--- src/rtl/xo256_pkg.sv ---
// Package for the xoshiro256++ generator: operation codes, datapath commands,
// controller/datapath interface structs, mixing and jump constants.
// No dependencies.
package xo256_pkg;

  typedef enum logic [1:0] {
    OP_SEED      = 2'd0,
    OP_NEXT      = 2'd1,
    OP_JUMP      = 2'd2,
    OP_LONG_JUMP = 2'd3
  } op_t;

  typedef enum logic [3:0] {
    ST_IDLE,
    ST_MIX_A,
    ST_MUL_A,
    ST_MIX_B,
    ST_MUL_B,
    ST_STORE,
    ST_NEXT_SUM,
    ST_NEXT_STEP,
    ST_JUMP,
    ST_JUMP_END,
    ST_DONE
  } state_t;

  typedef enum logic [3:0] {
    CMD_NONE,
    CMD_LOAD,
    CMD_MIX,
    CMD_MUL,
    CMD_STORE,
    CMD_SUM,
    CMD_STEP,
    CMD_JSTEP,
    CMD_JEND,
    CMD_EMIT
  } dp_cmd_t;

  localparam int unsigned WORD_W  = 64;
  localparam int unsigned HALF_W  = WORD_W / 2;
  localparam int unsigned NWORDS  = 4;
  localparam int unsigned WIDX_W  = $clog2(NWORDS);
  localparam int unsigned JCNT_W  = $clog2(NWORDS * WORD_W);
  localparam int unsigned PHASE_W = 2;
  localparam logic [PHASE_W-1:0] MUL_LAST = 2'd2;

  typedef struct packed {
    dp_cmd_t             cmd;
    logic [WIDX_W-1:0]   word;
    logic [PHASE_W-1:0]  phase;
    logic                mul_b;
    logic                acc_en;
  } ctrl_cmd_t;

  typedef struct packed {
    logic out_free;
  } dp_status_t;

  localparam logic [WORD_W-1:0] GOLDEN_GAMMA = 64'h9e3779b97f4a7c15;
  localparam logic [WORD_W-1:0] MIX_MUL_A    = 64'hbf58476d1ce4e5b9;
  localparam logic [WORD_W-1:0] MIX_MUL_B    = 64'h94d049bb133111eb;

  localparam logic [WORD_W-1:0] JUMP_POLY_0 = 64'h180ec6d33cfd0aba;
  localparam logic [WORD_W-1:0] JUMP_POLY_1 = 64'hd5a61266f0c9392c;
  localparam logic [WORD_W-1:0] JUMP_POLY_2 = 64'ha9582618e03fc9aa;
  localparam logic [WORD_W-1:0] JUMP_POLY_3 = 64'h39abdc4529b1661c;

  localparam logic [WORD_W-1:0] LJUMP_POLY_0 = 64'h76e15d3efefdcbbf;
  localparam logic [WORD_W-1:0] LJUMP_POLY_1 = 64'hc5004e441c522fb3;
  localparam logic [WORD_W-1:0] LJUMP_POLY_2 = 64'h77710069854ee241;
  localparam logic [WORD_W-1:0] LJUMP_POLY_3 = 64'h39109bb02acbe635;

  // Bit idx of the jump polynomial, word-major, LSB first.
  function automatic logic poly_bit(input logic is_long, input logic [JCNT_W-1:0] idx);
    logic [WORD_W-1:0] pw;
    pw = '0;
    unique case (idx[JCNT_W-1 -: WIDX_W])
      2'd0: pw = is_long ? LJUMP_POLY_0 : JUMP_POLY_0;
      2'd1: pw = is_long ? LJUMP_POLY_1 : JUMP_POLY_1;
      2'd2: pw = is_long ? LJUMP_POLY_2 : JUMP_POLY_2;
      2'd3: pw = is_long ? LJUMP_POLY_3 : JUMP_POLY_3;
      default: pw = '0;
    endcase
    return pw[idx[JCNT_W-WIDX_W-1:0]];
  endfunction

endpackage

--- src/rtl/xo256_ctrl.sv ---
// Controller state machine for the xoshiro256++ generator.
// Sequences seed, next and jump operations; uses xo256_pkg.
module xo256_ctrl (
  input  logic                  clk,
  input  logic                  rst,
  input  logic                  in_valid,
  output logic                  in_ready,
  input  logic [1:0]            operation,
  input  xo256_pkg::dp_status_t status,
  output xo256_pkg::ctrl_cmd_t  cmd
);

  xo256_pkg::state_t                  state, state_next;
  xo256_pkg::op_t                     op, op_next;
  logic [xo256_pkg::WIDX_W-1:0]       word, word_next;
  logic [xo256_pkg::PHASE_W-1:0]      mphase, mphase_next;
  logic [xo256_pkg::JCNT_W-1:0]       jcount, jcount_next;

  always_ff @(posedge clk) begin
    if (rst) begin
      state  <= xo256_pkg::ST_IDLE;
      op     <= xo256_pkg::OP_SEED;
      word   <= '0;
      mphase <= '0;
      jcount <= '0;
    end else begin
      state  <= state_next;
      op     <= op_next;
      word   <= word_next;
      mphase <= mphase_next;
      jcount <= jcount_next;
    end
  end

  always_comb begin
    state_next  = state;
    op_next     = op;
    word_next   = word;
    mphase_next = mphase;
    jcount_next = jcount;
    in_ready    = 1'b0;
    cmd.cmd     = xo256_pkg::CMD_NONE;
    cmd.word    = word;
    cmd.phase   = mphase;
    cmd.mul_b   = 1'b0;
    cmd.acc_en  = xo256_pkg::poly_bit(op == xo256_pkg::OP_LONG_JUMP, jcount);
    unique case (state)
      xo256_pkg::ST_IDLE: begin
        in_ready = 1'b1;
        if (in_valid) begin
          cmd.cmd     = xo256_pkg::CMD_LOAD;
          op_next     = xo256_pkg::op_t'(operation);
          word_next   = '0;
          mphase_next = '0;
          jcount_next = '0;
          unique case (xo256_pkg::op_t'(operation))
            xo256_pkg::OP_SEED:      state_next = xo256_pkg::ST_MIX_A;
            xo256_pkg::OP_NEXT:      state_next = xo256_pkg::ST_NEXT_SUM;
            xo256_pkg::OP_JUMP:      state_next = xo256_pkg::ST_JUMP;
            xo256_pkg::OP_LONG_JUMP: state_next = xo256_pkg::ST_JUMP;
            default:                 state_next = xo256_pkg::ST_JUMP;
          endcase
        end
      end
      xo256_pkg::ST_MIX_A: begin
        cmd.cmd    = xo256_pkg::CMD_MIX;
        state_next = xo256_pkg::ST_MUL_A;
      end
      xo256_pkg::ST_MUL_A: begin
        cmd.cmd = xo256_pkg::CMD_MUL;
        if (mphase == xo256_pkg::MUL_LAST) begin
          mphase_next = '0;
          state_next  = xo256_pkg::ST_MIX_B;
        end else begin
          mphase_next = mphase + 1'b1;
        end
      end
      xo256_pkg::ST_MIX_B: begin
        cmd.cmd    = xo256_pkg::CMD_MIX;
        cmd.mul_b  = 1'b1;
        state_next = xo256_pkg::ST_MUL_B;
      end
      xo256_pkg::ST_MUL_B: begin
        cmd.cmd   = xo256_pkg::CMD_MUL;
        cmd.mul_b = 1'b1;
        if (mphase == xo256_pkg::MUL_LAST) begin
          mphase_next = '0;
          state_next  = xo256_pkg::ST_STORE;
        end else begin
          mphase_next = mphase + 1'b1;
        end
      end
      xo256_pkg::ST_STORE: begin
        cmd.cmd = xo256_pkg::CMD_STORE;
        if (word == xo256_pkg::WIDX_W'(xo256_pkg::NWORDS - 1)) begin
          state_next = xo256_pkg::ST_DONE;
        end else begin
          word_next  = word + 1'b1;
          state_next = xo256_pkg::ST_MIX_A;
        end
      end
      xo256_pkg::ST_NEXT_SUM: begin
        cmd.cmd    = xo256_pkg::CMD_SUM;
        state_next = xo256_pkg::ST_NEXT_STEP;
      end
      xo256_pkg::ST_NEXT_STEP: begin
        cmd.cmd    = xo256_pkg::CMD_STEP;
        state_next = xo256_pkg::ST_DONE;
      end
      xo256_pkg::ST_JUMP: begin
        cmd.cmd     = xo256_pkg::CMD_JSTEP;
        jcount_next = jcount + 1'b1;
        if (jcount == '1) begin
          state_next = xo256_pkg::ST_JUMP_END;
        end
      end
      xo256_pkg::ST_JUMP_END: begin
        cmd.cmd    = xo256_pkg::CMD_JEND;
        state_next = xo256_pkg::ST_DONE;
      end
      xo256_pkg::ST_DONE: begin
        // hold the result until the output register is free
        if (status.out_free) begin
          cmd.cmd    = xo256_pkg::CMD_EMIT;
          state_next = xo256_pkg::ST_IDLE;
        end
      end
      default: begin
        state_next = xo256_pkg::ST_IDLE;
      end
    endcase
  end

endmodule

--- src/rtl/xo256_dp.sv ---
// Datapath for the xoshiro256++ generator: state words, seed mixer with a
// shared 32x32 multiplier, jump accumulator and output register. Uses xo256_pkg.
module xo256_dp (
  input  logic                             clk,
  input  logic                             rst,
  input  xo256_pkg::ctrl_cmd_t             cmd,
  output xo256_pkg::dp_status_t            status,
  input  logic [xo256_pkg::WORD_W-1:0]     seed_value,
  output logic                             out_valid,
  input  logic                             out_ready,
  output logic [xo256_pkg::WORD_W-1:0]     random_value,
  output logic                             value_valid
);

  localparam int unsigned W = xo256_pkg::WORD_W;
  localparam int unsigned H = xo256_pkg::HALF_W;

  logic [W-1:0] gen_state [xo256_pkg::NWORDS];
  logic [W-1:0] acc       [xo256_pkg::NWORDS];
  logic [W-1:0] adv       [xo256_pkg::NWORDS];
  logic [W-1:0] z, mx, prod, sum, res_value;
  logic         res_flag;
  logic [W-1:0] mconst, t2, t3;
  logic [H-1:0] mul_a, mul_b;
  logic [W-1:0] mul_p;

  // One xoshiro256 state step.
  assign t2     = gen_state[2] ^ gen_state[0];
  assign t3     = gen_state[3] ^ gen_state[1];
  assign adv[0] = gen_state[0] ^ t3;
  assign adv[1] = gen_state[1] ^ t2;
  assign adv[2] = t2 ^ (gen_state[1] << 17);
  assign adv[3] = {t3[W-46:0], t3[W-1:W-45]};

  // 64x64 low product in three passes: lo*lo, hi*lo, lo*hi.
  assign mconst = cmd.mul_b ? xo256_pkg::MIX_MUL_B : xo256_pkg::MIX_MUL_A;
  assign mul_a  = (cmd.phase == 2'd1) ? mx[W-1:H] : mx[H-1:0];
  assign mul_b  = (cmd.phase == xo256_pkg::MUL_LAST) ? mconst[W-1:H] : mconst[H-1:0];
  assign mul_p  = W'(mul_a) * W'(mul_b);

  assign status.out_free = !out_valid || out_ready;

  always_ff @(posedge clk) begin
    if (rst) begin
      for (int i = 0; i < xo256_pkg::NWORDS; i++) begin
        gen_state[i] <= '0;
      end
      out_valid <= 1'b0;
    end else begin
      unique case (cmd.cmd)
        xo256_pkg::CMD_STORE: gen_state[cmd.word] <= prod ^ (prod >> 31);
        xo256_pkg::CMD_STEP: begin
          for (int i = 0; i < xo256_pkg::NWORDS; i++) gen_state[i] <= adv[i];
        end
        xo256_pkg::CMD_JSTEP: begin
          for (int i = 0; i < xo256_pkg::NWORDS; i++) gen_state[i] <= adv[i];
        end
        xo256_pkg::CMD_JEND: begin
          for (int i = 0; i < xo256_pkg::NWORDS; i++) gen_state[i] <= acc[i];
        end
        default: ;
      endcase
      if (cmd.cmd == xo256_pkg::CMD_EMIT) begin
        out_valid <= 1'b1;
      end else if (out_ready) begin
        out_valid <= 1'b0;
      end
    end
  end

  always_ff @(posedge clk) begin
    unique case (cmd.cmd)
      xo256_pkg::CMD_LOAD: begin
        z         <= seed_value + xo256_pkg::GOLDEN_GAMMA;
        res_value <= '0;
        res_flag  <= 1'b0;
        for (int i = 0; i < xo256_pkg::NWORDS; i++) acc[i] <= '0;
      end
      xo256_pkg::CMD_MIX: begin
        mx <= cmd.mul_b ? (prod ^ (prod >> 27)) : (z ^ (z >> 30));
      end
      xo256_pkg::CMD_MUL: begin
        if (cmd.phase == '0) begin
          prod <= mul_p;
        end else begin
          prod[W-1:H] <= prod[W-1:H] + mul_p[H-1:0];
        end
      end
      xo256_pkg::CMD_STORE: z <= prod;
      xo256_pkg::CMD_SUM:   sum <= gen_state[0] + gen_state[3];
      xo256_pkg::CMD_STEP: begin
        res_value <= {sum[W-24:0], sum[W-1:W-23]} + gen_state[0];
        res_flag  <= 1'b1;
      end
      xo256_pkg::CMD_JSTEP: begin
        if (cmd.acc_en) begin
          for (int i = 0; i < xo256_pkg::NWORDS; i++) acc[i] <= acc[i] ^ gen_state[i];
        end
      end
      xo256_pkg::CMD_EMIT: begin
        random_value <= res_value;
        value_valid  <= res_flag;
      end
      default: ;
    endcase
  end

endmodule

--- src/rtl/xoshiro256pp_generator.sv ---
// xoshiro256++ generator, top level: controller plus datapath.
// Depends on xo256_pkg, xo256_ctrl and xo256_dp.
//
// Input channel (in_valid/in_ready): operation 0 seeds from seed_value,
// 1 returns the next output, 2 jumps 2^128 steps, 3 jumps 2^192 steps.
// Output channel (out_valid/out_ready): one item per input item;
// random_value with value_valid set for next, zero and clear otherwise.
// One item is worked at a time; in_ready is high only while idle.
// Next forms the sum, then steps the state. Seed uses one 32x32 multiplier
// shared over three passes per 64-bit product, eight products; jump and
// long jump take one state step per polynomial bit. The next item can be
// accepted once the result is loaded into the output register.
// A result waiting in the output register does not stop the next item
// from being accepted and worked; only its own result waits for the slot.
// Reset clears the state to zero; an unseeded generator returns zeros.
// Reset also empties the output register.
module xoshiro256pp_generator (
  input  logic        clk,
  input  logic        rst,
  input  logic        in_valid,
  output logic        in_ready,
  input  logic [1:0]  operation,
  input  logic [63:0] seed_value,
  output logic        out_valid,
  input  logic        out_ready,
  output logic [63:0] random_value,
  output logic        value_valid
);

  xo256_pkg::ctrl_cmd_t  cmd;
  xo256_pkg::dp_status_t status;

  xo256_ctrl u_ctrl (
    .clk       (clk),
    .rst       (rst),
    .in_valid  (in_valid),
    .in_ready  (in_ready),
    .operation (operation),
    .status    (status),
    .cmd       (cmd)
  );

  xo256_dp u_dp (
    .clk          (clk),
    .rst          (rst),
    .cmd          (cmd),
    .status       (status),
    .seed_value   (seed_value),
    .out_valid    (out_valid),
    .out_ready    (out_ready),
    .random_value (random_value),
    .value_valid  (value_valid)
  );

`ifndef SYNTH
  // one item at a time: no accept in the cycle right after an accept
  a_one_at_a_time: assert property (@(posedge clk) disable iff (rst)
    in_valid && in_ready |=> !in_ready)
    else $error("second item accepted while busy");

  // non-next results carry a zero value
  a_zero_value: assert property (@(posedge clk) disable iff (rst)
    out_valid && !value_valid |-> random_value == '0)
    else $error("nonzero value without value_valid");

  // reset leaves the block idle with an empty output
  a_reset_idle: assert property (@(posedge clk)
    rst |=> in_ready && !out_valid)
    else $error("block not idle after reset");

  // no result appears in the cycle after an accept
  a_no_early_result: assert property (@(posedge clk) disable iff (rst)
    in_valid && in_ready && !out_valid |=> !out_valid)
    else $error("result without work");
`endif

endmodule
--- config.mk ---
export PLATFORM = sky130hd
export DESIGN_NAME = xoshiro256pp_generator
export DESIGN_NICKNAME = d
export VERILOG_FILES = /design/src/rtl/xo256_pkg.sv /design/src/rtl/xo256_ctrl.sv /design/src/rtl/xo256_dp.sv /design/src/rtl/xoshiro256pp_generator.sv
export SDC_FILE = /design/constraint.sdc
export NUM_CORES = 2
export LEC_CHECK = 0
export BUFFER_PORTS_ARGS = -buffer_cell sky130_fd_sc_hd__buf_2
export CORE_AREA = 2 2 455 457
export DETAILED_ROUTE_END_ITERATION = 8
export DIE_AREA = 0 0 457 459
export GPL_TIMING_DRIVEN = 0
export PLACE_DENSITY = 0.55
export SLEW_MARGIN = 30
export SYNTH_ARGS = -nofsm -noshare
export SYNTH_HDL_FRONTEND = slang
export SYNTH_SLANG_ARGS = --single-unit
export TNS_END_PERCENT = 10
--- constraint.sdc ---
create_clock -name clk -period 17.2 [get_ports clk]
set_input_delay 2.58 -clock clk [delete_from_list [all_inputs] [get_ports clk]]
set_output_delay 2.58 -clock clk [all_outputs]
set_load 0.01 [all_outputs]
==> run metrics <==
status=complete, no violations; Max Cap Viol=0; Crit path largest cell delay=~0.92 ns; initial antenna violation count=18; Slew Limit Fails=0; Final HPWL DP=280,600 um; GP Congestion=between 0.9 and 1; Mapped Cells=7,983; worst hold path depth=0; CTS Sinks=917; Cell Rows=roughly 170; die height=about 460 um; Area Overhead vs Synth=10.46%; Startpoint Class=flop; Cell variety after synth=just over 90; largest fanout on the critical path=10; Initial Util=roughly two fifths; overflow left after global routing=0; via count=63.18k; via/cell ratio=~5.7; worst r2r dst=u_dp.prod[60]; Post-Route Setup TNS=0 ns; ratio of cells with drive above 1 in the final layout=approximately 6.3%; hold buffers post-CTS=0; Clock Skews=0.04436 ns; insertion delay to the later sink of the worst-skew pair=0.74 ns; Worst Max-Slew Pin Slew=1.173 ns; Hold Crit Start=u_dp.res_value[31]; drt wl/cell=30.94 um; vias in the first global route=64.23k; H-tree Lvls=3; syn_area_per_cell=just over 10 um2; GRT Overall Usage=32.37%; R2R Setup Slk=3.27 ns; R2R depth=37; Max clock buf depth=3; post-CTS resize count=0; Worst Path Buf+Inv=10; worst r2r src=u_ctrl.state[0]; CTS tree=built; first-pass GRT wire length=480,800 um; RSZ-0062 raised after global routing=false; Worst path slowest cell=buf_1; flip-flop and latch count after synthesis=917; EDFF count, synth=898; Clk pin slew, worst setup/hold paths=0.06 ns; DRC=0; largest net degree at the start of global routing=48; Root Driver=clkbuf_16; drt pass-1 iters=5; post-synthesis sequential area ratio=33.48%; ys async rst share=0%; ANT nets after route=0; Worst EP arrival=~14 ns; Die Area=209,800 um2; die width=457 um; synth warn=0; Hold Path End=u_dp.random_value[31]; Tcrit/Tclk final=81.01%; fin crit period=13.93 ns; CP top delay family=adder cells; commonest cells after routing, fill and taps aside=inv_1, nor2_1, edfxtp_1, fa_1, xnor2_1; Top FF cell, synth=edfxtp_1; crit-path most repeated cell=fa_1; Nets=9,650; Fmax=0.07177 GHz; I/O Buffers=between 100 and 150; critical path type=flop to flop; HP Class=flop to flop; max_slew headroom=21.81%; commonest non-fill, non-tap cell in the layout=inv_1; initial drt markers=6,563; WP data required=17.59 ns; Setup violations, final=0; CTS buffer count=94; Post-Syn Area=81,670 um2; Routed WL=around 340,000 um; syn nets=between 9k and 10k; I/O pins=between 100 and 150; crit path capture type=flop; final hold violation count=0; setup bufs post-CTS=0; core area=205,600 um2
[cells by family after synthesis]
group | share of synthesized area, %
buffers and inverters | 6.606
AO/OA/AOI/OAI | 11.59
XOR/XNOR | 9.973
AND/OR/NAND/NOR | 9.999
other | 0.004592
flip-flops | 33.48
adder cells (fa/ha/maj) | 27.81
multiplexers | 0.5331
[worst max path at each step]
stage,endpoint,start,depth (start not counted)
3_3_place_gp,u_dp.acc[1][23],u_ctrl.jcount[0],13
3_5_place_dp,u_dp.prod[60],u_ctrl.state[0],38
4_1_cts,u_dp.prod[60],u_ctrl.state[0],38
2_1_floorplan,u_dp.prod[63],u_ctrl.mphase[0],43
5_1_grt,u_dp.prod[60],u_ctrl.state[0],38
6_report,u_dp.prod[60],u_ctrl.state[0],37
[registers in the layout, summed over array words and instances (netlist names)]
name               cells
u_dp.acc             256
u_ctrl.state           4
u_dp.prod             64
u_dp.z                64
u_dp.gen_state       256
u_ctrl.op              2
u_dp.sum              64
u_dp.res_value        64
u_ctrl.jcount          8
u_dp.res_flag          1
u_ctrl.word            2
u_dp.mx               64
u_ctrl.mphase          2
u_dp.value_valid       1
u_dp.random_value     64
u_dp.out_valid         1
[final cells by class]
class                   count  area [um2]
fillers                 20010      115400
plain buffers             373        1498
repair buffers            182        1381
flip-flops and latches    917       27350
diodes                     15       37.54
multi-input cells        5640       49300
clock inverters            68       890.9
inverters                1053        3953
clock buffers             106        2419
well taps                2704        3383
[metrics by stage]
stage               util, %  cells  setup WS (ns)  hold slack, ns  area, um2
global route          43.86  11040          3.093          0.4251      90180
CTS                   43.84  11040          3.592          0.4133      90130
detailed placement    42.23  10870          3.697          0.4045      86820
finish                43.88  11060          3.266          0.4121      90210
floorplan                 -   7983          7.296          0.4003      81670
global placement      41.70  10820          2.369          0.4078      85730
[routing by layer]
metal	track usage (%)	wire (um)	vias to the layer above
met1	39.87	130900	32130
met5	0	126	-
met4	21.01	26460	20
li1	-	-	27370
met3	4.755	23950	756
met2	53.19	160700	2901
[cell usage after synthesis, types with 20 or more instances]
cell type	instances	area share [%]
a211oi_1	27	0.25
a21o_1	137	1.3
a21oi_1	333	2.0
a221oi_1	151	1.6
a22oi_1	120	1.1
a31oi_1	44	0.34
and2_1	34	0.26
and3_1	38	0.29
buf_1	36	0.17
buf_2	34	0.21
clkbuf_1	303	1.4
edfxtp_1	898	33
fa_1	827	20
ha_1	492	7.5
inv_1	1038	4.8
mux2_2	28	0.39
nand2_1	462	2.1
nand2b_1	34	0.26
nand3_1	72	0.44
nand4_1	56	0.43
nor2_1	1009	4.6
nor2b_1	36	0.28
nor3_1	84	0.51
o21a_1	48	0.44
o21ai_0	307	1.9
o21ai_1	57	0.35
o21bai_1	56	0.51
or3_1	20	0.15
xnor2_1	687	7.4
xor2_1	243	2.6
[worst reg2reg max path: cells and delay by family, from the launching register on]
| kind | cells | cell delay (ns) |
|---|---|---|
| buffers and inverters | 10 | 2.83 |
| AND/OR/NAND/NOR | 9 | 2.09 |
| flip-flops | 1 | 0.34 |
| AO/OA/AOI/OAI | 6 | 2.11 |
| adder cells (fa/ha/maj) | 10 | 5.25 |
| XOR/XNOR | 2 | 1.00 |
Power is left out: the tool's default activity adds up to more than one toggle a clock period on the data nets, which glitch-free logic cannot reach.
